<file path="src/rtl/core/klt_pkg.sv">
package klt_pkg;

  localparam int LIST_SLOTS = 10;
  localparam int SLOT_AW    = $clog2(LIST_SLOTS);
  localparam int MAX_KEYS   = 16;
  localparam int KEY_W      = 4;
  localparam int TICK_W     = 17;

  localparam logic [TICK_W-1:0] TICK_MAX = {TICK_W{1'b1}};

  // Key state codes as carried in new_state.
  localparam logic [1:0] ST_IDLE     = 2'd0;
  localparam logic [1:0] ST_PRESSED  = 2'd1;
  localparam logic [1:0] ST_HOLD     = 2'd2;
  localparam logic [1:0] ST_RELEASED = 2'd3;

  // Configuration register indexes.
  localparam logic [1:0] REG_DEBOUNCE = 2'd0;
  localparam logic [1:0] REG_HOLD     = 2'd1;
  localparam logic [1:0] REG_KEYS     = 2'd2;

  typedef struct packed {
    logic             used;
    logic [KEY_W-1:0] key;
    logic [1:0]       kstate;
    logic             changed;
  } slot_t;

  localparam int SLOT_W = $bits(slot_t);

  typedef enum logic [2:0] {
    FSM_IDLE,
    FSM_CLEAR,
    FSM_SEARCH,
    FSM_ADVANCE,
    FSM_SUMMARY,
    FSM_REPORT
  } fsm_t;

endpackage

</file>
<file path="src/rtl/core/klt_ram.sv">
module klt_ram #(
  parameter int WIDTH = 8,
  parameter int DEPTH = 10
) (
  input  logic                     clk,
  input  logic                     we,
  input  logic [$clog2(DEPTH)-1:0] waddr,
  input  logic [WIDTH-1:0]         wdata,
  input  logic                     re,
  input  logic [$clog2(DEPTH)-1:0] raddr,
  output logic [WIDTH-1:0]         rdata
);

  logic [WIDTH-1:0] mem [DEPTH];

  always_ff @(posedge clk) begin
    if (we) begin
      mem[waddr] <= wdata;
    end
    if (re) begin
      rdata <= mem[raddr];
    end
  end

endmodule

</file>
<file path="src/rtl/core/key_list_debounce_hold_tracker_core.sv">
// Multi-key tracker for up to sixteen active-low key lines. Every accepted
// input transfer is one millisecond tick. Once more ticks than debounce_ticks
// have passed since the previous scan, the block scans: it frees idle list
// slots, then walks keys 0 .. keys_in_use-1 and moves each listed key through
// idle, pressed, hold and released, sending one event transfer per change
// (out_tuser = 1) and a closing summary transfer (out_tuser = 0, out_tlast = 1)
// whose any_activity bit tells whether a slot changed. The slot list lives in
// a ten-entry RAM with a registered read, so a scan sweeps it in passes: a
// clear pass, a search pass plus an update step per scanned key, and a
// summary pass; then the summary is loaded and handed over. The result side
// can stall a scan at the event and summary steps.
// No input transfer is taken while a scan runs; the pending summary sits in
// the output register, so the next tick is taken while it waits.
module key_list_debounce_hold_tracker_core (
  input  logic        clk,
  input  logic        rst_n,
  // Input ticks.
  input  logic        in_tvalid,
  output logic        in_tready,
  input  logic [15:0] in_tdata,   // [15:0] key_levels
  // Results.
  output logic        out_tvalid,
  input  logic        out_tready,
  output logic [7:0]  out_tdata,  // [3:0] key_index, [5:4] new_state,
                                  // [6] any_activity, [7] zero
  output logic        out_tuser,  // [0] is_event
  output logic        out_tlast,
  // Configuration writes.
  input  logic        cfg_valid,
  output logic        cfg_ready,
  input  logic [1:0]  cfg_index,
  input  logic [15:0] cfg_data
);

  localparam int SLOTS = klt_pkg::LIST_SLOTS;
  localparam int AW    = klt_pkg::SLOT_AW;
  localparam int TW    = klt_pkg::TICK_W;

  // Configuration registers.
  logic [15:0] debounce_r;
  logic [15:0] hold_r;
  logic [4:0]  keys_r;

  // Tick counters.
  logic [TW-1:0] since_scan_r;
  logic [TW-1:0] since_press_r;
  logic [TW-1:0] scan_inc;
  logic [TW-1:0] press_inc;

  klt_pkg::fsm_t state_r, state_nxt;

  // Sweep control: cnt_r is the next address to read, pend_r flags that the
  // RAM output holds entry paddr_r.
  logic [AW:0]   cnt_r;
  logic          pend_r;
  logic [AW-1:0] paddr_r;
  logic          issue;
  logic          sweep_done;

  logic [15:0]   levels_r;
  logic [4:0]    key_r;
  logic [4:0]    key_count;
  logic          pressed;

  // Search results for the current key.
  logic          found_r;
  logic [AW-1:0] found_idx_r;
  logic [1:0]    found_st_r;
  logic          free_r;
  logic [AW-1:0] free_idx_r;
  logic          act_r;

  // Slot RAM and its per-entry valid bits (an unwritten entry reads as zero).
  logic [SLOTS-1:0]     valid_r;
  logic                 rd_ok_r;
  logic [klt_pkg::SLOT_W-1:0] ram_rdata;
  klt_pkg::slot_t       rd_slot;
  klt_pkg::slot_t       wr_slot;
  logic                 ram_we;
  logic [AW-1:0]        ram_waddr;

  // Advance decision.
  logic          do_slot;
  logic [AW-1:0] adv_idx;
  logic [1:0]    cur_st;
  logic [1:0]    new_st;
  logic          moved;
  logic          out_free;
  logic          adv_fire;

  // Output register.
  logic       out_valid_r;
  logic [7:0] out_data_r;
  logic       out_user_r;
  logic       out_last_r;
  logic       out_load;

  assign cfg_ready  = 1'b1;
  assign in_tready  = (state_r == klt_pkg::FSM_IDLE);
  assign out_tvalid = out_valid_r;
  assign out_tdata  = out_data_r;
  assign out_tuser  = out_user_r;
  assign out_tlast  = out_last_r;
  assign out_free   = !out_valid_r || out_tready;

  assign scan_inc  = (since_scan_r  == klt_pkg::TICK_MAX) ? since_scan_r  : since_scan_r + 1'b1;
  assign press_inc = (since_press_r == klt_pkg::TICK_MAX) ? since_press_r : since_press_r + 1'b1;

  assign key_count  = (keys_r > 5'(klt_pkg::MAX_KEYS)) ? 5'(klt_pkg::MAX_KEYS) : keys_r;
  assign pressed    = !levels_r[key_r[3:0]];
  assign issue      = (state_r == klt_pkg::FSM_CLEAR || state_r == klt_pkg::FSM_SEARCH ||
                       state_r == klt_pkg::FSM_SUMMARY) && (cnt_r < (AW+1)'(SLOTS));
  assign sweep_done = (cnt_r == (AW+1)'(SLOTS)) && !pend_r;
  assign rd_slot    = rd_ok_r ? klt_pkg::slot_t'(ram_rdata) : '0;

  // The output register takes an event or the summary only when it is free.
  assign out_load = (state_r == klt_pkg::FSM_ADVANCE && do_slot && moved && adv_fire) ||
                    (state_r == klt_pkg::FSM_REPORT && out_free);

  // Advance step: either the listed slot or a freshly taken free one.
  always_comb begin
    do_slot = found_r || (pressed && free_r);
    adv_idx = found_r ? found_idx_r : free_idx_r;
    cur_st  = found_r ? found_st_r : klt_pkg::ST_IDLE;
    new_st  = cur_st;
    moved   = 1'b0;
    case (cur_st)
      klt_pkg::ST_IDLE: begin
        if (pressed) begin
          new_st = klt_pkg::ST_PRESSED;
          moved  = 1'b1;
        end
      end
      klt_pkg::ST_PRESSED: begin
        if (since_press_r > {1'b0, hold_r}) begin
          new_st = klt_pkg::ST_HOLD;
          moved  = 1'b1;
        end else if (!pressed) begin
          new_st = klt_pkg::ST_RELEASED;
          moved  = 1'b1;
        end
      end
      klt_pkg::ST_HOLD: begin
        if (!pressed) begin
          new_st = klt_pkg::ST_RELEASED;
          moved  = 1'b1;
        end
      end
      default: begin
        new_st = klt_pkg::ST_IDLE;
        moved  = 1'b1;
      end
    endcase
    adv_fire = !moved || out_free;
  end

  // Next state.
  always_comb begin
    state_nxt = state_r;
    case (state_r)
      klt_pkg::FSM_IDLE: begin
        if (in_tvalid && scan_inc > {1'b0, debounce_r}) begin
          state_nxt = klt_pkg::FSM_CLEAR;
        end
      end
      klt_pkg::FSM_CLEAR: begin
        if (sweep_done) begin
          state_nxt = (key_count == 5'd0) ? klt_pkg::FSM_SUMMARY : klt_pkg::FSM_SEARCH;
        end
      end
      klt_pkg::FSM_SEARCH: begin
        if (sweep_done) begin
          state_nxt = klt_pkg::FSM_ADVANCE;
        end
      end
      klt_pkg::FSM_ADVANCE: begin
        if (!do_slot || adv_fire) begin
          state_nxt = (key_r + 5'd1 >= key_count) ? klt_pkg::FSM_SUMMARY
                                                  : klt_pkg::FSM_SEARCH;
        end
      end
      klt_pkg::FSM_SUMMARY: begin
        if (sweep_done) begin
          state_nxt = klt_pkg::FSM_REPORT;
        end
      end
      klt_pkg::FSM_REPORT: begin
        if (out_free) begin
          state_nxt = klt_pkg::FSM_IDLE;
        end
      end
      default: state_nxt = klt_pkg::FSM_IDLE;
    endcase
  end

  // RAM write port: clear pass and slot update.
  always_comb begin
    ram_we    = 1'b0;
    ram_waddr = paddr_r;
    wr_slot   = rd_slot;
    case (state_r)
      klt_pkg::FSM_CLEAR: begin
        if (pend_r && rd_slot.kstate == klt_pkg::ST_IDLE) begin
          ram_we          = 1'b1;
          wr_slot.used    = 1'b0;
          wr_slot.changed = 1'b0;
        end
      end
      klt_pkg::FSM_ADVANCE: begin
        ram_waddr       = adv_idx;
        wr_slot.used    = 1'b1;
        wr_slot.key     = key_r[3:0];
        wr_slot.kstate  = new_st;
        wr_slot.changed = moved;
        ram_we          = do_slot && adv_fire;
      end
      default: ram_we = 1'b0;
    endcase
  end

  klt_ram #(
    .WIDTH(klt_pkg::SLOT_W),
    .DEPTH(SLOTS)
  ) u_slots (
    .clk  (clk),
    .we   (ram_we),
    .waddr(ram_waddr),
    .wdata(wr_slot),
    .re   (issue),
    .raddr(cnt_r[AW-1:0]),
    .rdata(ram_rdata)
  );

  always_ff @(posedge clk) begin
    if (!rst_n) begin
      state_r       <= klt_pkg::FSM_IDLE;
      debounce_r    <= 16'd10;
      hold_r        <= 16'd500;
      keys_r        <= 5'd16;
      since_scan_r  <= '0;
      since_press_r <= '0;
      valid_r       <= '0;
      rd_ok_r       <= 1'b0;
      cnt_r         <= '0;
      pend_r        <= 1'b0;
      out_valid_r   <= 1'b0;
      key_r         <= '0;
      found_r       <= 1'b0;
      free_r        <= 1'b0;
      act_r         <= 1'b0;
    end else begin
      state_r <= state_nxt;

      if (cfg_valid) begin
        case (cfg_index)
          klt_pkg::REG_DEBOUNCE: debounce_r <= cfg_data;
          klt_pkg::REG_HOLD:     hold_r     <= cfg_data;
          klt_pkg::REG_KEYS:     keys_r     <= cfg_data[4:0];
          default: ;
        endcase
      end

      if (out_load) begin
        out_valid_r <= 1'b1;
      end else if (out_valid_r && out_tready) begin
        out_valid_r <= 1'b0;
      end

      if (ram_we) begin
        valid_r[ram_waddr] <= 1'b1;
      end

      // Sweep pipeline.
      pend_r <= issue;
      if (issue) begin
        rd_ok_r <= valid_r[cnt_r[AW-1:0]];
        paddr_r <= cnt_r[AW-1:0];
        cnt_r   <= cnt_r + 1'b1;
      end

      case (state_r)
        klt_pkg::FSM_IDLE: begin
          if (in_tvalid) begin
            since_press_r <= press_inc;
            levels_r      <= in_tdata;
            key_r         <= '0;
            cnt_r         <= '0;
            found_r       <= 1'b0;
            free_r        <= 1'b0;
            act_r         <= 1'b0;
            since_scan_r  <= (scan_inc > {1'b0, debounce_r}) ? '0 : scan_inc;
          end
        end
        klt_pkg::FSM_CLEAR: begin
          if (sweep_done) begin
            cnt_r <= '0;
          end
        end
        klt_pkg::FSM_SEARCH: begin
          if (pend_r) begin
            if (rd_slot.used && rd_slot.key == key_r[3:0] && !found_r) begin
              found_r     <= 1'b1;
              found_idx_r <= paddr_r;
              found_st_r  <= rd_slot.kstate;
            end
            if (!rd_slot.used && !free_r) begin
              free_r     <= 1'b1;
              free_idx_r <= paddr_r;
            end
          end
        end
        klt_pkg::FSM_ADVANCE: begin
          if (!do_slot || adv_fire) begin
            key_r   <= key_r + 5'd1;
            cnt_r   <= '0;
            found_r <= 1'b0;
            free_r  <= 1'b0;
            if (do_slot && moved) begin
              out_user_r  <= 1'b1;
              out_last_r  <= 1'b0;
              out_data_r  <= {2'b00, new_st, key_r[3:0]};
              if (cur_st == klt_pkg::ST_IDLE) begin
                since_press_r <= '0;
              end
            end
          end
        end
        klt_pkg::FSM_SUMMARY: begin
          if (pend_r && rd_slot.changed) begin
            act_r <= 1'b1;
          end
        end
        klt_pkg::FSM_REPORT: begin
          if (out_free) begin
            out_user_r  <= 1'b0;
            out_last_r  <= 1'b1;
            out_data_r  <= {1'b0, act_r, 6'd0};
          end
        end
        default: ;
      endcase
    end
  end

  // An event never carries tlast and the summary always does.
  assert property (@(posedge clk) disable iff (!rst_n)
    out_tvalid |-> (out_tuser != out_tlast))
    else $error("event and summary markers disagree");

  // The slot RAM is written only by the clear pass and the update step.
  assert property (@(posedge clk) disable iff (!rst_n)
    ram_we |-> (state_r == klt_pkg::FSM_CLEAR || state_r == klt_pkg::FSM_ADVANCE))
    else $error("slot RAM written outside a scan");

  // A new result is loaded only when the output register is free.
  assert property (@(posedge clk) disable iff (!rst_n)
    (out_tvalid && !out_tready) |=> $stable(out_tdata) && $stable(out_tuser))
    else $error("pending result overwritten");

endmodule
</file>
<file path="config.mk">
export PLATFORM = sky130hd
export DESIGN_NAME = key_list_debounce_hold_tracker_core
export DESIGN_NICKNAME = d
export VERILOG_FILES = /design/src/rtl/core/klt_pkg.sv /design/src/rtl/core/klt_ram.sv /design/src/rtl/core/key_list_debounce_hold_tracker_core.sv
export SDC_FILE = /design/constraint.sdc
export NUM_CORES = 1
export LEC_CHECK = 0
export BUFFER_PORTS_ARGS = -buffer_cell sky130_fd_sc_hd__clkbuf_2
export CORE_ASPECT_RATIO = 0.5
export CORE_UTILIZATION = 40
export CTS_BUF_LIST = sky130_fd_sc_hd__clkbuf_8
export DETAILED_ROUTE_END_ITERATION = 10
export GPL_TIMING_DRIVEN = 0
export PLACE_DENSITY = 0.64
export SLEW_MARGIN = 15
export SYNTH_ARGS = -nofsm -noshare
export SYNTH_HDL_FRONTEND = slang
export SYNTH_SLANG_ARGS = --single-unit
</file>
<file path="constraint.sdc">
create_clock -name clk -period 8.2 [get_ports clk]
set_input_delay 0.82 -clock clk [delete_from_list [all_inputs] [get_ports clk]]
set_output_delay 0.82 -clock clk [all_outputs]
set_load 0.1 [all_outputs]
</file>
==> results of run 1 <==
## final cells by class
cell class	count	area share, %
buffer	47	1.79
tap	344	3.55
clock buffer	38	4.32
sequential	227	48.0
inverter	42	1.30
multi-input combinational	671	37.8
timing repair buffer	52	2.26
clock inverter	25	0.930
## power by group through the flow
| stage | logic, mW | registers (mW) | clock network [mW] |
|---|---|---|---|
| floorplan | 0.0618 | 1.23 | 0 |
| finish | 0.0977 | 1.21 | 0.887 |
| detailed placement | 0.0958 | 1.24 | 0 |
| global route | 0.108 | 1.21 | 0.960 |
| CTS | 0.0964 | 1.21 | 0.912 |
| global placement | 0.0933 | 1.24 | 0 |
## cells by family after synthesis
family	Yosys count	share of synthesized area, %
AOI/OAI and AO/OA	184	11.0
xor gates and xnor gates	31	2.54
adders and majority gates	43	5.03
buffers and inverters	89	3.49
DFF	227	54.3
muxes	46	7.07
other	2	0.0702
and+or+nand+nor	365	16.4
## synth_stat cells, drive strengths merged (14+ instances only)
cell	n	area share, %
o21ai	29	1.4
dfxtp	100	19
edfxtp	127	36
a21oi	67	3.1
nor3	26	1.2
xnor2	23	1.9
clkbuf	35	1.2
nand3	38	1.8
nor2	61	2.1
nor2b	19	1.1
ha	43	5.0
mux2i	19	1.8
nand4	16	0.94
and3	16	0.94
mux4	22	4.7
nand2	137	4.8
a211oi	14	1.0
inv	42	1.5
## registers in the layout (all words and copies together), names as in the netlist, 4 cells and up
name,flops
u_slots.mem,80
since_press_r,17
since_scan_r,17
debounce_r,16
hold_r,16
levels_r,16
valid_r,10
u_slots.rdata,8
out_tdata,7
cnt_r,5
key_r,5
keys_r,5
found_idx_r,4
free_idx_r,4
paddr_r,4
## through the flow
step	power, mW	std cells	area (µm²)
2_1_floorplan	1.30	987	10700
3_3_place_gp	1.33	1379	11400
3_5_place_dp	1.33	1382	11400
4_1_cts	2.22	1445	12100
5_1_grt	2.28	1446	12100
6_report	2.20	1446	12100
## routing by layer
metal	global-route usage, %	wire length, µm	vias to the layer above
met2	29.4	11500	216
met1	25.9	12000	3821
met3	3.90	1410	48
met5	0	0	-
li1	-	-	3780
met4	6.00	541	0
## worst min-delay path by stage
stage / from / to / slack [ps] / cells past startpoint
2_1_floorplan: valid_r[3] / valid_r[3] / 410 / 2
3_3_place_gp: valid_r[5] / valid_r[5] / 430 / 2
3_5_place_dp: valid_r[3] / valid_r[3] / 440 / 2
4_1_cts: in_tdata[14] / levels_r[14] / 420 / 1
5_1_grt: in_tdata[14] / levels_r[14] / 420 / 1
6_report: in_tdata[14] / levels_r[14] / 450 / 1
==> out/qor.csv, run 1 <==
stage,metric,value,unit
status,outcome,"complete, but fails checks",
status,failed_checks,DRC,
flow_run,cap_viol_max_count,0,
layout,n_fill_cell,2346,
power_and_ir_drop,p_switching,0.528,mW
setup_path,crit_arrival,5190,ps
logic_synthesis,synth_edf_count,127,
route,ant_nets,0,
power_and_ir_drop,swShare,24.0,%
setup_path,cp_max_fo,10,
timing,fin_tns_setup,0,ps
setup_path,critPathLaunch,since_scan_r[3],
setup_path,regToRegStartpoint,since_scan_r[3],
logic_synthesis,synthFlopType,edfxtp_1,
timing,relSlewSlack,22.4,%
timing,hold_slack,451,ps
layout,antenna_cells,0,
logic_synthesis,syn_area,10700,µm²
floorplanning,die_x,233,µm
setup_path,cp.required,8670,ps
logic_synthesis,syn_inst,987,
power_and_ir_drop,clockPowerShare,40.4,%
setup_path,slowest_delay,610,ps
clock_tree,root_buffer,clkbuf_8,
setup_path,r2r-end,since_scan_r[10],
setup_path,endpoint,since_scan_r[10],
logic_synthesis,ys_async_sr_fraction,0,%
place,place_congestion,0.864,
floorplanning,rows,41,
power_and_ir_drop,ir_drop,0.0000878,V
power_and_ir_drop,pwr-share-seq,55.2,%
logic_synthesis,synth-seq-area-share,54.3,%
route,drtPass1Iterations,9,
layout,fin_util,47.0,%
setup_path,critPathTopFamily,simple AND/OR/NAND/NOR gates,
power_and_ir_drop,p_int,1.67,mW
clock_tree,path_clk_slew,70,ps
clock_tree,cts_tree,yes,
timing,finalClockSkew,32.6,ps
timing,setup_viol,0,
layout,register_area,5820,µm²
timing,layout_setup_ws,3470,ps
clock_tree,clk_path_buf_depth,3,
floorplanning,die_h,118,µm
route,drcViolationCount,10,
layout,final_common_cell,nand2_1,
logic_synthesis,yosys_register_bits,227,
setup_path,crit_type,reg -> reg,
setup_path,reg2reg_depth,15,
layout,drive_gt1_share,14.1,%
layout,layout_common_cells,"137 x nand2_1, 127 x edfxtp_1, 100 x dfxtp_1, 67 x a21oi_1, 60 x nor2_1",
floorplanning,initial_core_util,41.6,%
layout,final_nets,1159,
route,drt_iter0_drc,613,
timing,fmax,0.212,GHz
clock_tree,hold_buffers,0,
global_route,grt_pass1_wl,40300,µm
timing,drv_slew,0,
place,dpl_worst_slack,3590,ps
timing,rsz0062_at_grt,false,
clock_tree,post_cts_buffers,0,
global_route,grt_overflow_total,0,
setup_path,rrSetupSlack,3470,ps
setup_path,crit_cells,15,
setup_path,cp_cell_sequence,"clkbuf_1, nand4_1, nor3_1, nand3_1, and4_1, nand3_1, xnor2_1, ha_1, nand4_1, nor3_1, a31oi_1, a221oi_1, nand2_1, or3_1, a21oi_1",
setup_path,critPathLaunchType,flop,
clock_tree,numCtsBuffers,36,
logic_synthesis,syn_avg_cell_area,10.8,µm²
setup_path,cp-end-kind,flop,
route,wirelength,25500,µm
floorplanning,io_pins,52,
floorplanning,core,25800,µm²
power_and_ir_drop,pwr_density_cell,181,nW/µm²
min_path,hp-class,in -> reg,
layout,multi_input_comb_area,4580,µm²
global_route,grt.total_usage,18.7,%
timing,post-route-period-util,57.6,%
place,io_buffer_count,48,
global_route,grt_antenna_before_repair,0,
floorplanning,die_area,27500,µm²
power_and_ir_drop,leakage,4.32,nW
logic_synthesis,syn-num-nets,1069,
logic_synthesis,yosys_warnings,0,
place,hpwlAfterDp,18300,µm
timing,min_period,4730,ps
clock_tree,cts_htree_levels,2,
setup_path,path_buf_inv,1,
route,dr_total_vias,7865,
layout,area_growth,13.1,%
clock_tree,insertion_delay,550,ps
timing,worst_slew_pin_slew,1140,ps
power_and_ir_drop,comb_power_share,4.4,%
clock_tree,ctsResizeCount,0,
route,vias_per_cell,5.44,
clock_tree,cts.sinks,227,
global_route,grt_max_degree,17,
global_route,grt_pass1_vias,7651,
setup_path,cp_slowest_cell,a221oi_1,
logic_synthesis,synthDistinctLibCells,67,
timing,hold_viol,0,
route,routedWlPerCell,17.6,µm
No activity file was read; power rests on OpenSTA's default activity.
==> inputs of run 2 (changes only) <==
==> constraint.sdc (replaced) <==
create_clock -name clk -period 4.4 [get_ports clk]
set_input_delay 0.44 -clock clk [delete_from_list [all_inputs] [get_ports clk]]
set_output_delay 0.44 -clock clk [all_outputs]
set_load 0.1 [all_outputs]
==> out/qor.csv, run 2 (synthesis results as in run 1) <==
stage,metric,value,unit
timing,fin_tns_setup,0,ps
timing,worst_slew_pin_slew,1190,ps
setup_path,crit_type,reg -> reg,
timing,hold_viol,0,
place,io_buffer_count,48,
setup_path,cp-end-kind,flop,
route,dr_total_vias,7820,
route,routedWlPerCell,17.5,µm
floorplanning,die_area,27500,µm²
timing,min_period,4130,ps
setup_path,path_buf_inv,1,
route,ant_nets,0,
layout,reg_top3,"u_slots.mem (80), since_press_r (17), since_scan_r (17)",
timing,setup_viol,0,
layout,area_growth,13.0,%
setup_path,critPathLaunchType,flop,
layout,layout_common_cells,"137 x nand2_1, 127 x edfxtp_1, 100 x dfxtp_1, 67 x a21oi_1, 60 x nor2_1",
floorplanning,rows,41,
setup_path,cp_cell_sequence,"ha_1, a21oi_1, o21ai_0, a2111oi_0, a31oi_1, o211ai_2, o21ai_1, o32a_2, buf_6, nor3_2",
setup_path,critPathLaunch,since_press_r[2],
timing,hold_slack,77.1,ps
layout,register_area,5820,µm²
setup_path,cp_max_fo,10,
floorplanning,die_x,233,µm
layout,multi_input_comb_area,4600,µm²
route,drt_iter0_drc,617,
clock_tree,cts_htree_levels,2,
floorplanning,die_h,118,µm
clock_tree,numCtsBuffers,35,
timing,relSlewSlack,19.8,%
floorplanning,core,25800,µm²
setup_path,endpoint,u_slots.mem[8][2],
power_and_ir_drop,leakage,4.31,nW
place,place_inst,1379,
floorplanning,io_pins,52,
setup_path,reg2reg_depth,10,
clock_tree,cts_tree,yes,
global_route,grt_overflow_total,0,
route,vias_per_cell,5.43,
clock_tree,cts.sinks,227,
layout,final_common_cell,nand2_1,
clock_tree,clk_path_buf_depth,3,
timing,post-route-period-util,93.9,%
layout,drive_gt1_share,14.2,%
flow_run,cap_viol_max_count,0,
global_route,grt_antenna_before_repair,0,
global_route,grt_max_degree,17,
route,drtPass1Iterations,8,
setup_path,cp_slowest_cell,a2111oi_0,
global_route,grt.total_usage,18.6,%
setup_path,regToRegStartpoint,since_press_r[2],
power_and_ir_drop,power,4.09,mW
clock_tree,path_clk_slew,60,ps
layout,top_register,u_slots.mem,
floorplanning,initial_core_util,41.6,%
place,place_congestion,0.850,
status,failed_checks,DRC,
status,outcome,"complete, but fails checks",
layout,n_fill_cell,2388,
layout,final_nets,1155,
clock_tree,insertion_delay,560,ps
layout,antenna_cells,0,
timing,drv_slew,0,
route,wirelength,25100,µm
setup_path,crit_arrival,4300,ps
global_route,grt_pass1_wl,40000,µm
setup_path,slowest_delay,920,ps
timing,fmax,0.242,GHz
min_path,hp-class,in -> reg,
power_and_ir_drop,ir_drop,0.000194,V
setup_path,r2r-end,u_slots.mem[8][2],
clock_tree,root_buffer,clkbuf_8,
setup_path,cp.required,4570,ps
global_route,grt_pass1_vias,7574,
layout,fin_cells,1440,
setup_path,crit_cells,10,
power_and_ir_drop,pwr_density_cell,338,nW/µm²
layout,largest_reg_flops,80,
setup_path,rrSetupSlack,270,ps
timing,rsz0062_at_grt,false,
timing,finalClockSkew,28.8,ps
route,drcViolationCount,8,
setup_path,critPathTopFamily,compound AO/OA/AOI/OAI gates,
place,hpwlAfterDp,18100,µm
## run 2: cell count changes in the layout (fill, tap and decap cells not counted), moves of 2 or more
cell	before	now
inv_8	0	2
nor3_2	11	14
nor3_1	15	12
o21ai_0	23	25
clkinv_2	5	3
inv_1	54	52
clkbuf_1	35	33
o21ai_1	6	4
## run 2: routing by layer
layer / share of wire (%) / GRT usage (%)
met3: 5.0 / 3.78
met2: 46 / 29.5
met4: 1.8 / 4.66
met5: 0 / 0
met1: 47 / 25.9
## run 2: metrics by stage
step	utilization (%)	setup slack (ps)	cell area, µm²
2_1_floorplan	-	849	10700
3_3_place_gp	44.2	-227	11400
3_5_place_dp	44.3	-202	11400
4_1_cts	46.9	116	12100
5_1_grt	47.0	39.6	12100
6_report	47.0	267	12100
## run 2: worst min path at each step
stage              endpoint         start  cells after the start
5_1_grt        levels_r[11]  in_tdata[11]                      1
4_1_cts        levels_r[11]  in_tdata[11]                      1
2_1_floorplan    valid_r[3]    valid_r[3]                      2
3_3_place_gp     valid_r[5]    valid_r[5]                      2
3_5_place_dp     valid_r[3]    valid_r[3]                      2
6_report       levels_r[11]  in_tdata[11]                      1
## run 2: what timing repair did
item | in CTS | in global routing
endpoints found under the setup margin | 48 | 17
setup buffers | 0 | 2
resized for setup | 6 | 3
hold buffers | 0 | 0
pin swaps | 0 | 1
## run 2: cell type report
cell class	count	share of cell area, %
sequential	227	48.1
multi-input combinational	671	38.0
clock buffer	38	4.32
tap	344	3.56
timing repair buffer	50	2.11
buffer	46	1.77
inverter	42	1.30
clock inverter	22	0.869
## run 2: worst reg2reg max path, stage by stage (launching register included)
cell and delay (ps):
dfxtp_1 430, ha_1 290, a21oi_1 130, o21ai_0 100
a2111oi_0 920, a31oi_1 300, o211ai_2 370, o21ai_1 190
o32a_2 270, buf_6 170, nor3_2 600
## run 2: report_power, final
group	internal [mW]	leakage, nW	switching (mW)
registers	2.25	1.99	0.0141
clock network	0.803	0.360	0.850
logic	0.0626	1.96	0.120
total	3.11	4.31	0.984
